`config.mk`:
```
export PLATFORM = sky130hd
export DESIGN_NAME = hdfm_front
export DESIGN_NICKNAME = d
export VERILOG_FILES = /design/src/design/hdfm_pkg.sv /design/src/design/hdfm_front.sv
export SDC_FILE = /design/constraint.sdc
export NUM_CORES = 1
export LEC_CHECK = 0
export BUFFER_PORTS_ARGS = -buffer_cell sky130_fd_sc_hd__clkbuf_2
export CAP_MARGIN = 20
export CORE_MARGIN = 2
export CORE_UTILIZATION = 50
export CTS_CLUSTER_SIZE = 40
export DETAILED_ROUTE_END_ITERATION = 8
export GPL_ROUTABILITY_DRIVEN = 0
export PLACE_DENSITY = 0.75
export RECOVER_POWER = 25
export SYNTH_ARGS = -nofsm -noshare
export SYNTH_HDL_FRONTEND = slang
export SYNTH_SLANG_ARGS = --single-unit
export TNS_END_PERCENT = 30
```
`constraint.sdc`:
```
create_clock -name clk -period 2.38 [get_ports clk]
set_clock_uncertainty 0.15 [all_clocks]
set_input_delay 0 -clock clk [delete_from_list [all_inputs] [get_ports clk]]
set_output_delay 0 -clock clk [all_outputs]
set_load 0.01 [all_outputs]
```
`src/design/hdfm_pkg.sv`:
```
`default_nettype none
package hdfm_pkg;

	typedef struct packed {
		logic [7:0]  hdr;
		logic [31:0] data;
		logic [2:0]  nbytes;
		logic        fin;
	} act_t;

	typedef struct packed {
		logic [7:0]  rid;
		logic [31:0] boff;
		logic [31:0] bsize;
		logic [31:0] lmin;
		logic [31:0] lmax;
		logic        sgn;
		logic [15:0] upage;
		logic [15:0] usage;
	} rec_t;

	localparam int QDEPTH = 2;
	localparam int QPTR_W = 1;
	localparam int QCNT_W = 2;

	localparam logic [1:0] TYPE_MAIN   = 2'd0;
	localparam logic [1:0] TYPE_GLOBAL = 2'd1;
	localparam logic [1:0] TYPE_LOCAL  = 2'd2;

	localparam logic [3:0] G_USAGE_PAGE = 4'd0;
	localparam logic [3:0] G_LOGICAL_MIN = 4'd1;
	localparam logic [3:0] G_LOGICAL_MAX = 4'd2;
	localparam logic [3:0] G_REPORT_SIZE = 4'd7;
	localparam logic [3:0] G_REPORT_ID = 4'd8;
	localparam logic [3:0] G_REPORT_COUNT = 4'd9;
	localparam logic [3:0] G_PUSH = 4'd10;
	localparam logic [3:0] G_POP = 4'd11;

	localparam logic [3:0] L_USAGE = 4'd0;
	localparam logic [3:0] L_USAGE_MIN = 4'd1;
	localparam logic [3:0] L_USAGE_MAX = 4'd2;

	localparam logic [3:0] M_INPUT = 4'd8;
	localparam logic [3:0] M_OUTPUT = 4'd9;
	localparam logic [3:0] M_COLLECTION = 4'd10;
	localparam logic [3:0] M_FEATURE = 4'd11;
	localparam logic [3:0] M_END_COLLECTION = 4'd12;

	localparam logic [1:0] SIZE_CODE_4 = 2'd3;

	localparam logic [15:0] PAGE_DESKTOP = 16'h0001;
	localparam logic [15:0] PAGE_SIM = 16'h0002;
	localparam logic [15:0] PAGE_BUTTON = 16'h0009;
	localparam logic [15:0] U_X = 16'h0030;
	localparam logic [15:0] U_Y = 16'h0031;
	localparam logic [15:0] U_SLIDER = 16'h0036;
	localparam logic [15:0] U_HAT = 16'h0039;
	localparam logic [15:0] U_RUDDER = 16'h00BA;
	localparam logic [15:0] U_THROTTLE = 16'h00BB;
	localparam logic [15:0] U_TOE_BRAKE = 16'h00BF;

	localparam logic [1:0] ROLE_UNKNOWN = 2'd0;
	localparam logic [1:0] ROLE_STICK = 2'd1;
	localparam logic [1:0] ROLE_THROTTLE = 2'd2;
	localparam logic [1:0] ROLE_PEDALS = 2'd3;

	localparam logic KIND_FIELD = 1'b0;
	localparam logic KIND_ROLE = 1'b1;

endpackage
`default_nettype wire

```
`src/design/hdfm_front.sv`:
```
`default_nettype none
module hdfm_front (
	input  wire logic             clk,
	input  wire logic             arst_n,
	input  wire logic [7:0]       desc_byte,
	input  wire logic             final_byte,
	input  wire logic             in_valid,
	output logic                  in_stall,
	input  wire logic             q_full,
	output logic                  push,
	output hdfm_pkg::act_t        push_act
);

	logic [2:0]  phase_q;
	logic [7:0]  hdr_q;
	logic [31:0] acc_q;
	logic        take;
	logic        fire;
	logic [2:0]  hdr_nb;
	logic [2:0]  new_nb;
	logic [2:0]  diff;
	logic [2:0]  phase_dec;
	logic [31:0] acc_new;

	function automatic logic [2:0] nb_of(input logic [1:0] code);
		return (code == hdfm_pkg::SIZE_CODE_4) ? 3'd4 : {1'b0, code};
	endfunction

	assign in_stall = q_full;
	assign take = in_valid && !q_full;
	assign hdr_nb = nb_of(hdr_q[1:0]);
	assign new_nb = nb_of(desc_byte[1:0]);
	assign diff = hdr_nb - phase_q;
	assign phase_dec = phase_q - 3'd1;
	assign acc_new = acc_q | ({24'd0, desc_byte} << {diff[1:0], 3'b000});

	always_comb begin
		fire = 1'b0;
		push_act.hdr = desc_byte;
		push_act.data = 32'd0;
		push_act.nbytes = new_nb;
		push_act.fin = final_byte;
		if (phase_q == 3'd0) begin
			fire = (new_nb == 3'd0) || final_byte;
		end else begin
			push_act.hdr = hdr_q;
			push_act.nbytes = hdr_nb;
			if (phase_dec == 3'd0) begin
				fire = 1'b1;
				push_act.data = acc_new;
			end else begin
				fire = final_byte;
			end
		end
	end

	assign push = take && fire;

	always_ff @(posedge clk or negedge arst_n) begin
		if (!arst_n) begin
			phase_q <= 3'd0;
		end else if (take) begin
			if (final_byte) begin
				phase_q <= 3'd0;
			end else if (phase_q == 3'd0) begin
				phase_q <= new_nb;
			end else begin
				phase_q <= phase_dec;
			end
		end
	end

	always_ff @(posedge clk) begin
		if (take) begin
			if (phase_q == 3'd0) begin
				hdr_q <= desc_byte;
				acc_q <= 32'd0;
			end else begin
				acc_q <= acc_new;
			end
		end
	end

endmodule
`default_nettype wire

```
==> run summary <==
n_diodes: 0
clock-pin slew on the worst setup and hold paths: 0.08 ns
H-tree depth: 2
Rows: 26
Placed Cells: 360
required time worst endpoint: 2.23 ns
Crit Path Class: flip-flop to output pin
number of synthesized flops with an enable pin: 40
fill count: 409
min-delay worst type: input pin to output pin
Yosys reg bits: 43
Max FO, Critical Path: 8
yosys warns: 0
synthesized instance count: 249
full die area: 5850 sq um
Final Instance Area: 3420 sq um
Fmax: 425 MHz
clk buf depth: 2
initial antenna violation count: 0
TritonCTS Sinks: 43
RSZ-0062 raised after global routing: yes
startpoint types: flip-flop
Worst-Margin Slew: 0.830 ns
Total Neg Setup Slack: 0 ns
Synth top area share: 45.8%
placed cell areas: 2970 sq um
final hold violation count: 0
vias in the first global route: 2014
Leakage: 1.35 nW
Setup Viol. Count Final: 0
core box area: 5070 sq um
aggregate global-route resource usage: 22.3%
VDD IR max: 0.818 mV
Root Buffer: clkbuf_8
Routed Antenna Nets: 0
Detail Placement HPWL: 4230 um
critical path arrival: 2.20 ns
met2 WL: 3260 um
max-slew violations: 0
CTS tree: yes
Syn Area/Cell: 10.5 sq um
TritonCTS Buffers: 5
max-cap check violation count: 0
critical path endpoint category: output pin
grt total ovfl: 0
Netlist Area Pre-Place: 2630 sq um
Worst-Skew Late Latency: 0.30 ns
most frequent cell after synthesis: o32ai_1
P per Cell Area: 1380 nW/um^2
relative slew slack: 44.7%
Die Height: 76.5 um
final worst-path cycle share: 98.9%
number of unique standard cell types used by synthesis: 29
IO Pins: 59
area leader, netlist: edfxtp_1
multi-input logic area: 1210 sq um
outcome: finished, final reports clean
Cell Count, Final, Fillers Out: 389
top sig layer: met4
Seq/Total Area, Yosys: 48.6%
Met3 Wirelength: 486 um
register area: 1280 sq um
routed vias: 2373
final wirelength: 6940 um
wire per inst: 17.8 um
Final Critical Period: 2.35 ns
post-place setup slack: 0.277 ns
post-DR vias/cell: 6.10
final setup margin: 0.0269 ns
Initial DRT Pass Iterations: 5
fin nets: 335
DRT iter0 DRCs: 180
pin count of the biggest net entering global routing: 34
Initial Util: 51.7%
top cells by area, synth: edfxtp_1, o32ai_1, inv_1
Area Overhead vs Synth: 30.1%
Total Power: 0.00472 W
Main synth FF type: edfxtp_1
Synth top cells by count: o32ai_1, edfxtp_1, inv_1
Mapped Nets: 266
Die Wd: 76.5 um
first-pass GRT wire length: 10500 um
Async S/R FF share, synth: 6.98%
Post-Route M1 WL: 3140 um
port bufs: 58
share of layout cells above drive strength 1: 32.3%
number of remaining DRC errors: 0
==> layout by cell type, fill, tap and decap left out, types with 2 or more instances in the layout <==
| master | synthesis | final |
|---|---|---|
| clkbuf_2 | 0 | 38 |
| o211ai_1 | 8 | 8 |
| ha_1 | 4 | 3 |
| buf_6 | 6 | 3 |
| nor2_1 | 4 | 4 |
| nand2_1 | 35 | 35 |
| nand2b_1 | 3 | 3 |
| o21ai_0 | 5 | 5 |
| clkinv_1 | 0 | 2 |
| o32ai_2 | 2 | 18 |
| buf_2 | 8 | 11 |
| o32ai_4 | 0 | 2 |
| nand4bb_1 | 2 | 2 |
| edfxtp_1 | 40 | 40 |
| a22o_1 | 2 | 2 |
| buf_12 | 0 | 3 |
| buf_4 | 2 | 13 |
| clkbuf_1 | 13 | 10 |
| dlygate4sd3_1 | 0 | 12 |
| clkbuf_8 | 0 | 5 |
| dfrtp_1 | 3 | 3 |
| o32ai_1 | 62 | 44 |
| inv_1 | 36 | 36 |
| xnor2_2 | 2 | 2 |
==> critical path, stage by stage, from the launching register on <==
cell,delay (ns)
dfrtp_1,0.41
inv_1,0.09
ha_2,0.25
nor3_4,0.26
buf_6,0.17
o211ai_1,0.10
buf_4,0.19
o32ai_2,0.27
clkbuf_2,0.18
==> state kept, by name (all words and copies together), names as in the netlist <==
register / cells
hdr_q: 8
acc_q: 32
phase_q: 3
==> power by group <==
group	total (W)	leakage, nW	internal [W]	switching [W]
Sequential	0.00120	0.421	0.00112	0.0000770
Combinational	0.00306	0.891	0.00115	0.00192
Clock	0.000460	0.0392	0.000200	0.000260
Total	0.00472	1.35	0.00247	0.00225
==> through the flow <==
step	util, %	hold WS, ns
6_report	67.3	0.0484
5_1_grt	67.3	0.0584
4_1_cts	63.3	0.0496
3_5_place_dp	58.5	-0.346
3_3_place_gp	58.5	-0.344
2_1_floorplan	-	-0.446
==> routing by layer <==
layer	vias up	GRT usage (%)
li1	1105	-
met1	1138	34.8
met2	123	32.0
met3	7	4.38
met4	0	4.91
met5	-	0
==> cells by family (layout without fill, tap and decap cells) <==
| family | Yosys count | count (layout) | share of synthesized area [%] |
|---|---|---|---|
| buf+inv | 65 | 135 | 11.7 |
| xor+xnor | 3 | 3 | 1.57 |
| simple gates | 51 | 51 | 9.29 |
| compound gates | 83 | 83 | 26.9 |
| fa+ha+maj | 4 | 4 | 1.91 |
| flops | 43 | 43 | 48.6 |
==> area by class of cell <==
| type | count | area share, % |
|---|---|---|
| Clock buffer | 5 | 2.01 |
| Sequential cell | 43 | 37.4 |
| Multi-Input combinational cell | 141 | 35.5 |
| Clock inverter | 3 | 0.440 |
| Tap cell | 70 | 2.56 |
| Inverter | 36 | 3.96 |
| Timing Repair Buffer | 91 | 18.1 |
==> repair_timing <==
item / in CTS / in global routing
hold endpoints to repair: 13 / 0
pin swaps: 2 / 9
gates resized for setup: 5 / 31
setup endpoints to repair: 14 / 32
hold buffers: 12 / 0
setup buffers: 1 / 7
gates cloned: 0 / 1
==> worst paths after layout <==
check | startpoint | to | slack [ns] | depth (start not counted)
max | phase_q[0]$_DFFE_PN0P_ | push_act[35] | 0.03 | 8
min | q_full | in_stall | 0.05 | 2
max reg2reg | phase_q[0]$_DFFE_PN0P_ | acc_q[26]$_SDFFCE_PP0P_ | 0.12 | 7
min reg2reg | phase_q[1]$_DFFE_PN0P_ | phase_q[1]$_DFFE_PN0P_ | 0.41 | 1
max in group asynchronous | arst_n | phase_q[1]$_DFFE_PN0P_ | 1.50 | 3
min in group asynchronous | arst_n | phase_q[0]$_DFFE_PN0P_ | 0.43 | 3
Power figures use the tool's default switching activity.
