**config.mk**
```make
export PLATFORM = sky130hd
export DESIGN_NAME = hdfm_queue
export DESIGN_NICKNAME = d
export VERILOG_FILES = /design/src/design/hdfm_pkg.sv /design/src/design/hdfm_queue.sv
export SDC_FILE = /design/constraint.sdc
export NUM_CORES = 1
export LEC_CHECK = 0
export BUFFER_PORTS_ARGS = -buffer_cell sky130_fd_sc_hd__buf_2
export CORE_MARGIN = 2
export CORE_UTILIZATION = 45
export DETAILED_ROUTE_END_ITERATION = 7
export PLACE_DENSITY = 0.76
export SLEW_MARGIN = 20
export SYNTH_ARGS = -nofsm -noshare
export SYNTH_HDL_FRONTEND = slang
export SYNTH_SLANG_ARGS = --single-unit
```
**constraint.sdc**
```tcl
create_clock -name clk -period 6.79 [get_ports clk]
set_input_delay 1.6975 -clock clk [delete_from_list [all_inputs] [get_ports clk]]
set_output_delay 1.6975 -clock clk [all_outputs]
set_load 0.005 [all_outputs]
```
**src/design/hdfm_pkg.sv**
```systemverilog
`default_nettype none
package hdfm_pkg;

	typedef struct packed {
		logic [7:0]  hdr;
		logic [31:0] data;
		logic [2:0]  nbytes;
		logic        fin;
	} act_t;

	typedef struct packed {
		logic [7:0]  rid;
		logic [31:0] boff;
		logic [31:0] bsize;
		logic [31:0] lmin;
		logic [31:0] lmax;
		logic        sgn;
		logic [15:0] upage;
		logic [15:0] usage;
	} rec_t;

	localparam int QDEPTH = 2;
	localparam int QPTR_W = 1;
	localparam int QCNT_W = 2;

	localparam logic [1:0] TYPE_MAIN   = 2'd0;
	localparam logic [1:0] TYPE_GLOBAL = 2'd1;
	localparam logic [1:0] TYPE_LOCAL  = 2'd2;

	localparam logic [3:0] G_USAGE_PAGE = 4'd0;
	localparam logic [3:0] G_LOGICAL_MIN = 4'd1;
	localparam logic [3:0] G_LOGICAL_MAX = 4'd2;
	localparam logic [3:0] G_REPORT_SIZE = 4'd7;
	localparam logic [3:0] G_REPORT_ID = 4'd8;
	localparam logic [3:0] G_REPORT_COUNT = 4'd9;
	localparam logic [3:0] G_PUSH = 4'd10;
	localparam logic [3:0] G_POP = 4'd11;

	localparam logic [3:0] L_USAGE = 4'd0;
	localparam logic [3:0] L_USAGE_MIN = 4'd1;
	localparam logic [3:0] L_USAGE_MAX = 4'd2;

	localparam logic [3:0] M_INPUT = 4'd8;
	localparam logic [3:0] M_OUTPUT = 4'd9;
	localparam logic [3:0] M_COLLECTION = 4'd10;
	localparam logic [3:0] M_FEATURE = 4'd11;
	localparam logic [3:0] M_END_COLLECTION = 4'd12;

	localparam logic [1:0] SIZE_CODE_4 = 2'd3;

	localparam logic [15:0] PAGE_DESKTOP = 16'h0001;
	localparam logic [15:0] PAGE_SIM = 16'h0002;
	localparam logic [15:0] PAGE_BUTTON = 16'h0009;
	localparam logic [15:0] U_X = 16'h0030;
	localparam logic [15:0] U_Y = 16'h0031;
	localparam logic [15:0] U_SLIDER = 16'h0036;
	localparam logic [15:0] U_HAT = 16'h0039;
	localparam logic [15:0] U_RUDDER = 16'h00BA;
	localparam logic [15:0] U_THROTTLE = 16'h00BB;
	localparam logic [15:0] U_TOE_BRAKE = 16'h00BF;

	localparam logic [1:0] ROLE_UNKNOWN = 2'd0;
	localparam logic [1:0] ROLE_STICK = 2'd1;
	localparam logic [1:0] ROLE_THROTTLE = 2'd2;
	localparam logic [1:0] ROLE_PEDALS = 2'd3;

	localparam logic KIND_FIELD = 1'b0;
	localparam logic KIND_ROLE = 1'b1;

endpackage
`default_nettype wire

```
**src/design/hdfm_queue.sv**
```systemverilog
`default_nettype none
module hdfm_queue (
	input  wire logic             clk,
	input  wire logic             arst_n,
	input  wire logic             push,
	input  hdfm_pkg::act_t        push_act,
	input  wire logic             pop,
	output hdfm_pkg::act_t        head,
	output logic                  empty,
	output logic                  full
);

	hdfm_pkg::act_t                  buf_q [hdfm_pkg::QDEPTH];
	logic [hdfm_pkg::QPTR_W-1:0]     wr_q;
	logic [hdfm_pkg::QPTR_W-1:0]     rd_q;
	logic [hdfm_pkg::QCNT_W-1:0]     cnt_q;

	assign empty = (cnt_q == '0);
	assign full = (cnt_q == hdfm_pkg::QCNT_W'(hdfm_pkg::QDEPTH));
	assign head = buf_q[rd_q];

	always_ff @(posedge clk or negedge arst_n) begin
		if (!arst_n) begin
			wr_q <= '0;
			rd_q <= '0;
			cnt_q <= '0;
		end else begin
			if (push) begin
				wr_q <= wr_q + 1'b1;
			end
			if (pop) begin
				rd_q <= rd_q + 1'b1;
			end
			if (push && !pop) begin
				cnt_q <= cnt_q + 1'b1;
			end else if (pop && !push) begin
				cnt_q <= cnt_q - 1'b1;
			end
		end
	end

	always_ff @(posedge clk) begin
		if (push) begin
			buf_q[wr_q] <= push_act;
		end
	end

endmodule
`default_nettype wire

```
==> results of run 1 <==
-- layer usage --
layer	vias up	track usage (%)	wire (um)
li1	795	-	-
met1	828	15.6	2250
met2	74	19.9	2540
met3	7	5.56	537
met4	0	5.15	78
met5	-	0	0
-- through the flow --
step	setup slack [ps]	hold slack, ps	util, %	total power (W)
global placement	3480	471	53.2	0.00131
finish	3100	507	56.0	0.00168
detailed placement	3450	486	53.2	0.00132
CTS	3050	504	56.0	0.00171
floorplan	2680	455	-	0.00119
global route	3000	534	56.0	0.00177
-- state kept, by name, indices dropped and copies added (netlist names) --
signal / flops
cnt_q: 2
wr_q: 1
rd_q: 1
buf_q: 88
-- cells in the mapped netlist --
cell type,number
nor2b_1,2
inv_1,1
buf_6,1
xor2_1,4
and2_1,1
mux2_2,5
edfxtp_1,88
nor2_1,2
xnor2_1,1
ha_1,1
dfrtp_1,4
buf_12,4
mux2_4,39
-- how the worst min path moves through the flow --
| stage | slack (ps) | to |
|---|---|---|
| after floorplan | 460 | wr_q$_DFFE_PN0P_ |
| after global placement | 470 | cnt_q[1]$_DFFE_PN0P_ |
| after detailed placement | 490 | cnt_q[1]$_DFFE_PN0P_ |
| after CTS | 500 | cnt_q[1]$_DFFE_PN0P_ |
| after global routing | 530 | cnt_q[1]$_DFFE_PN0P_ |
| final | 510 | cnt_q[1]$_DFFE_PN0P_ |
-- layout by cell type (no fill, tap or decap) --
cell type | Yosys | routed
clkinv_1 | 0 | 2
edfxtp_1 | 88 | 88
clkinv_4 | 0 | 1
dfrtp_2 | 0 | 1
nor2b_4 | 0 | 1
xnor2_1 | 1 | 1
clkinvlp_4 | 0 | 2
clkbuf_8 | 0 | 9
and2_4 | 0 | 1
ha_1 | 1 | 1
inv_1 | 1 | 1
nor2_1 | 2 | 2
xor2_1 | 4 | 4
dfrtp_1 | 4 | 3
bufinv_16 | 0 | 2
mux2_4 | 39 | 39
buf_2 | 0 | 93
mux2_2 | 5 | 5
buf_4 | 0 | 2
nor2b_1 | 2 | 1
-- where the power goes --
group	total, W	internal, W	switching (W)
sequential	0.000797	0.000755	0.0000420
combinational	0.000501	0.000282	0.000218
clock	0.000385	0.000205	0.000180
-- kinds of logic after synthesis --
logic type | Yosys count | share of synthesized area (%)
buffers and inverters | 6 | 2.67
and+or+nand+nor | 5 | 0.738
xor gates and xnor gates | 5 | 1.23
adders and majority gates | 1 | 0.351
DFF | 92 | 77.0
muxes | 44 | 18.0
-- cell type report --
class                      count  area [um2]
clock buffer                   9         124
fill                         633        3380
clock inverter                 7        91.3
timing repair buffer          95         480
inverter                       1        3.75
tap                          102         128
sequential                    92        2740
multi-input combinational     55         734
==> impl_metrics.toml, run 1 <==
[grt]
grt_max_degree = 45
grt_usage_pct = 12.7
grt_pass1_wl_mm = 8.22
grt_pass1_vias = 1714
antenna_found_initial = 0
grt.overflow.total = 0

[synthesis]
synth_top_cell_area_share_pct = 74.2
yosys.area.top_type = "edfxtp_1"
synth_fp_nets = 202
seq_area_frac_synth_pct = 77.0
ys_ff_latch = 92
syn_area_um2 = 3560
netlist_instances = 153
synth_cell_types = 13
ys_warn_count = 0
synth_area_leaders = "edfxtp_1, mux2_4, dfrtp_1"
syn_area_per_cell_um2 = 23.3

[timing]
rsz0062_at_grt = "false"
finalMaxSlewViolations = 0
fin_crit_sh_pct = 54.4
setup_viol = 0
max_freq_mhz = 271
slew_headroom_pct = 54.9
setup_tns_ps = 0
finalHoldViolations = 0
final.min_clock_period_ps = 3690
worst_pin_slew_ps = 676
fin_worst_skew_ps = 6.43

[die]
start_util_pct = 46.3
dieArea_um2 = 8640
core_area_um2 = 7690
die_w_um = 93.0
die_height_um = 93.0
placementRows = 32
io_pins = 94

[worst_setup_path]
reg2reg_depth = 2
r2r_slack_ps = 5040
start_kind = "flip-flop"
crit_chain = "buf_4 -> mux2_2 -> buf_2"
worstPathArrival_ps = 2000
cp-endpoint = "head[28]"
crit_cells = 3
r2r_start = "wr_q$_DFFE_PN0P_"
critical_path.top_delay_family = "buffers and inverters"
endpoint_kind = "output port"
r2r_end = "buf_q[0][28]$_DFFE_PP_"
max_stage_delay_ps = 600
slowest_stage = "buf_4"
critical_path_required_ps = 5090
path_max_fanout = 39
crit_path_start = "rd_q$_DFFE_PN0P_"
crit_buf_inv = 2
critPathKind = "flip-flop to output port"

[final_layout]
num_antenna_cells = 0
final_area_um2 = 4310
nets = 303
finalNonFillerCells = 361
drive_gt1_share_pct = 60.2
synthToLayoutAreaGrowth_pct = 20.9

[clock_network]
ctsResizeCount = 0
cts_inserted_buffers = 9
insertion_delay_ps = 350
cts-root-buf = "clkbuf_8"
htree_levels = 3
clockBufferDepth = 2
cts_tree = "yes"
clk_pin_slew_ps = 80
clock_sinks = 92
cts_setup_buffers = 0
hold_buffers = 0

[hold_path]
worstHoldStart = "cnt_q[1]$_DFFE_PN0P_"
hp-class = "flip-flop to flip-flop"
hold_depth = 1

[status]
status = "completed"

[flow_run]
drv_cap = 0

[routing]
drtPass1Iterations = 4
routed_wl_mm = 5.41
avgRoutedWirePerCell_um = 15.0
drc = 0
drtIter0Drc = 101
vias = 1704
routed_via_density = 4.72
drtAntennaViolNets = 0

[pwr]
powerDensity_nw_per_um2 = 391
ir_drop_mv = 0.232
leakagePower_nw = 1.74

[placement]
portBuffers = 93
gp_congestion = 0.640
dpl.cell_count = 345
dpl.hpwl_mm = 3.57
post_dp_cell_area_um2 = 4090
No activity file was read; power rests on OpenSTA's default activity.
==> run 2: changes to the inputs <==
Clock period 6.79 ns to 3.5 ns, I/O delays scaled along.
==> impl_metrics.toml, run 2 (synthesized netlist as in run 1, its figures left out) <==
[pwr]
powerDensity_nw_per_um2 = 747
ir_drop_mv = 0.428
leakagePower_nw = 1.75
power_w = 0.00322

[timing]
worst_pin_slew_ps = 488
final.min_clock_period_ps = 2720
rsz0062_at_grt = "false"
slew_headroom_pct = 67.5
setup_tns_ps = 0
finalHoldViolations = 0
fin_worst_skew_ps = 5.66
fin_crit_sh_pct = 77.6
finalMaxSlewViolations = 0
max_freq_mhz = 368
setup_viol = 0

[routing]
routed_wl_mm = 5.63
routed_via_density = 4.74
drc = 0
drtPass1Iterations = 4
drtAntennaViolNets = 0
avgRoutedWirePerCell_um = 15.5
drtIter0Drc = 91
vias = 1724

[final_layout]
drive_gt1_share_pct = 61.1
largest-register = "buf_q"
mostFrequentLayoutCells = "buf_2, edfxtp_1, mux2_4, clkbuf_8, mux2_2"
synthToLayoutAreaGrowth_pct = 21.1
nets = 306
top_regs = "buf_q x88, cnt_q x2"
num_antenna_cells = 0
final_common_cell = "buf_2"
largest_register_ffs = 88
fillers = 623

[die]
start_util_pct = 46.3
core_area_um2 = 7690
placementRows = 32
die_w_um = 93.0
io_pins = 94
die_height_um = 93.0
dieArea_um2 = 8640

[clock_network]
htree_levels = 3
ctsResizeCount = 0
cts_inserted_buffers = 9
cts_setup_buffers = 0
cts-root-buf = "clkbuf_8"
clockBufferDepth = 2
hold_buffers = 0
clk_pin_slew_ps = 80
cts_tree = "yes"
insertion_delay_ps = 350
clock_sinks = 92

[grt]
antenna_found_initial = 0
grt_max_degree = 32
grt.overflow.total = 0
grt_usage_pct = 13.4
grt_pass1_vias = 1769
grt_pass1_wl_mm = 8.56

[worst_setup_path]
r2r_start = "wr_q$_DFFE_PN0P_"
slowest_stage = "dfrtp_2"
start_kind = "flip-flop"
worstPathArrival_ps = 1840
r2r_end = "buf_q[0][24]$_DFFE_PP_"
critPathKind = "flip-flop to output port"
endpoint_kind = "output port"
critical_path_required_ps = 2620
path_max_fanout = 31
r2r_slack_ps = 2010
crit_chain = "buf_12 -> mux2_2 -> buf_2"
reg2reg_depth = 2
max_stage_delay_ps = 680

[hold_path]
hp-class = "primary input to async pin"

[placement]
gp_congestion = 0.694
portBuffers = 93
dpl.hpwl_mm = 3.79

[flow_run]
drv_cap = 0

[status]
status = "completed"
[run 2: per-layer routing]
| layer | part of all wire, % | wire length, um | vias up | track usage, % |
|---|---|---|---|---|
| met2 | 47 | 2640 | 83 | 21.9 |
| met5 | 0 | 0 | - | 0 |
| met3 | 8.2 | 462 | 5 | 3.87 |
| met1 | 44 | 2490 | 837 | 16.8 |
| met4 | 0.75 | 42 | 0 | 5.88 |
| li1 | - | - | 799 | - |
[run 2: metrics by stage]
stage | hold WS [ps] | utilization [%] | std cells | setup WS [ps] | area (um2)
2_1_floorplan | 455 | - | 153 | 214 | 3560
3_3_place_gp | 476 | 53.6 | 348 | 1150 | 4120
3_5_place_dp | 492 | 53.6 | 348 | 1150 | 4120
4_1_cts | 305 | 56.1 | 364 | 748 | 4320
5_1_grt | 303 | 56.1 | 364 | 671 | 4320
6_report | 322 | 56.1 | 364 | 783 | 4320
[run 2: worst max path at each step]
stage / startpoint / end / depth (start not counted) / slack, ps
2_1_floorplan: push / buf_q[0][0]$_DFFE_PP_ / 1 / 210
3_3_place_gp: rd_q$_DFFE_PN0P_ / head[23] / 3 / 1150
3_5_place_dp: rd_q$_DFFE_PN0P_ / head[28] / 3 / 1150
4_1_cts: rd_q$_DFFE_PN0P_ / head[28] / 3 / 750
5_1_grt: rd_q$_DFFE_PN0P_ / head[28] / 3 / 670
6_report: rd_q$_DFFE_PN0P_ / head[28] / 3 / 780
[run 2: worst max-delay path: cells and delay by family, from the launching register on]
family   cells  cell delay (ps)
flops        1              680
buf+inv      2              430
mux          1              360
[run 2: cell type report]
cell class              instances  area [um2]  share of cell area [%]
flip-flops and latches         92        2740                    63.6
clock buffers                   9         124                    2.87
well taps                     102         128                    2.96
clock inverters                 7        67.6                    1.57
multi-input cells              55         733                    17.0
repair buffers                 98         515                    11.9
inverters                       1        3.75                  0.0870
[run 2: report_power, final]
part           switching [W]  total, W  internal [W]
combinational       0.000405  0.000975      0.000570
clock               0.000347  0.000673      0.000326
sequential          0.000113   0.00158       0.00146
total               0.000865   0.00322       0.00236
==> run 3: changes to the inputs <==
Settings changed: ABC_AREA from default to 1, PLACE_DENSITY 0.76 to 0.78.
Clock period 3.5 ns to 2.3 ns, I/O delays scaled along.
==> impl_metrics.toml, run 3 <==
[timing]
max_freq_mhz = 462
rsz0062_at_grt = "false"
fin_crit_sh_pct = 94.2
slew_headroom_pct = 75.2
final.min_clock_period_ps = 2170
setup_viol = 0
finalHoldViolations = 0
finalMaxSlewViolations = 0
worst_pin_slew_ps = 372
setup_tns_ps = 0
hold_ws_ps = 27.5
fin_worst_skew_ps = 11.3

[final_layout]
mostFrequentLayoutCells = "buf_2, edfxtp_1, mux2_4, clkbuf_8, inv_1"
largest-register = "buf_q"
nets = 316
final_common_cell = "buf_2"
num_antenna_cells = 0
drive_gt1_share_pct = 58.7
top_regs = "buf_q x88, cnt_q x2"
synthToLayoutAreaGrowth_pct = 21.0
largest_register_ffs = 88

[synthesis]
synth_mux_area_share_pct = 17.9
synthFlopType = "edfxtp_1"
yosys.area_share.simple_pct = 1.15
syn_area_per_cell_um2 = 22.1
yosysMostFrequentCell = "edfxtp_1"
postSynth.asyncResetShare_pct = 4.35
ys_ff_latch = 92
synth_cell_types = 14
ys_warn_count = 0
synth_fp_nets = 211
netlist_instances = 162
synth_edf_count = 88
synth_commonest_cells = "edfxtp_1, mux2_4, inv_1"
synth_top_family_by_area = "multiplexers"
synthAdderAreaFrac_pct = 0.349
synth_xor_xnor_area_share_pct = 0.733
synth_area_leaders = "edfxtp_1, mux2_4, dfrtp_1"
synth_compound_area_share_pct = 0
syn_area_um2 = 3580
seq_area_frac_synth_pct = 76.6
synth_top_cell_area_share_pct = 73.8
yosys.area.top_type = "edfxtp_1"

[routing]
vias = 1749
drtPass1Iterations = 4
routed_via_density = 4.69
drtAntennaViolNets = 0
avgRoutedWirePerCell_um = 14.6
drtIter0Drc = 81
drc = 0
routed_wl_mm = 5.45

[placement]
portBuffers = 93
dpl.hpwl_mm = 3.67
gp_congestion = 0.670

[die]
die_w_um = 93.2
core_area_um2 = 7730
dieArea_um2 = 8690
placementRows = 32
die_height_um = 93.2
start_util_pct = 46.4
io_pins = 94

[worst_setup_path]
worstPathArrival_ps = 1590
path_max_fanout = 21
crit_chain = "buf_4 -> mux2_2 -> buf_2"
crit_buf_inv = 2
critPathKind = "flip-flop to output port"
critical_path.top_delay_family = "buffers and inverters"
endpoint_kind = "output port"
start_kind = "flip-flop"
slowest_stage = "dfrtp_2"
max_stage_delay_ps = 390
critical_path_required_ps = 1730

[clock_network]
cts-root-buf = "clkbuf_8"
clockBufferDepth = 2
cts_setup_buffers = 0
cts_tree = "yes"
ctsResizeCount = 0
insertion_delay_ps = 350
clock_sinks = 92
cts_inserted_buffers = 9
clk_pin_slew_ps = 70
htree_levels = 3
hold_buffers = 0

[pwr]
powerDensity_nw_per_um2 = 1130
ir_drop_mv = 0.555
leakagePower_nw = 1.78

[status]
status = "completed"

[grt]
grt_pass1_wl_mm = 8.40
grt_pass1_vias = 1777
grt_max_degree = 25
grt.overflow.total = 0
grt_usage_pct = 13.1
antenna_found_initial = 0

[flow_run]
drv_cap = 0

[hold_path]
hp-class = "primary input to async pin"
[run 3: cell types whose count changed in the layout (fill, tap and decap cells not counted), moves of 2 or more]
cell,before,now
nand2_1,0,5
clkbuf_1,0,2
inv_1,1,6
xor2_1,4,2
[run 3: worst paths after layout]
kind / from / end / slack [ps] / depth (start not counted)
max: rd_q$_DFFE_PN0P_ / head[28] / 130 / 3
min: arst_n / cnt_q[1]$_DFFE_PN0P_ / 30 / 1
max reg2reg: wr_q$_DFFE_PN0P_ / buf_q[0][6]$_DFFE_PP_ / 1090 / 2
min reg2reg: cnt_q[1]$_DFFE_PN0P_ / cnt_q[1]$_DFFE_PN0P_ / 530 / 2
max in group asynchronous: arst_n / rd_q$_DFFE_PN0P_ / 2140 / 1
min in group clk: push_act[31] / buf_q[1][31]$_DFFE_PP_ / 410 / 1
[run 3: kinds of logic after synthesis]
group | count (synthesis)
XOR/XNOR | 3
buffers and inverters | 12
AND/OR/NAND/NOR | 10
adder cells (fa/ha/maj) | 1
flip-flops | 92
multiplexers | 44
[run 3: layer usage]
layer | track usage [%] | up-vias | part of all wire, %
met5 | 0 | - | 0
met2 | 22.0 | 56 | 50
li1 | - | 830 | -
met1 | 15.4 | 855 | 43
met3 | 3.87 | 8 | 5.1
met4 | 6.62 | 0 | 1.5
[run 3: cell type report]
class | count | area (um2)
fill | 623 | 3390
sequential | 92 | 2740
multi-input combinational | 58 | 729
timing repair buffer | 99 | 523
clock buffer | 11 | 131
tap | 102 | 128
clock inverter | 4 | 51.3
inverter | 7 | 26.3
[run 3: through the flow]
| step | std cells | util [%] | cell area (um2) | setup WS (ps) | total power [W] |
|---|---|---|---|---|---|
| after floorplan | 162 | - | 3580 | 145 | 0.00351 |
| after global placement | 358 | 53.7 | 4150 | 503 | 0.00393 |
| after detailed placement | 358 | 53.7 | 4150 | 474 | 0.00397 |
| after CTS | 373 | 56.1 | 4330 | 88.8 | 0.00497 |
| after global routing | 373 | 56.1 | 4330 | 39.2 | 0.00517 |
| final | 373 | 56.1 | 4330 | 133 | 0.00490 |
[run 3: power breakdown]
group	internal (W)	total, W	switching (W)	leakage [nW]
Clock	0.000498	0.00101	0.000515	0.0894
Sequential	0.00223	0.00233	0.000105	0.872
Combinational	0.000875	0.00156	0.000684	0.819
Total	0.00360	0.00490	0.00130	1.78
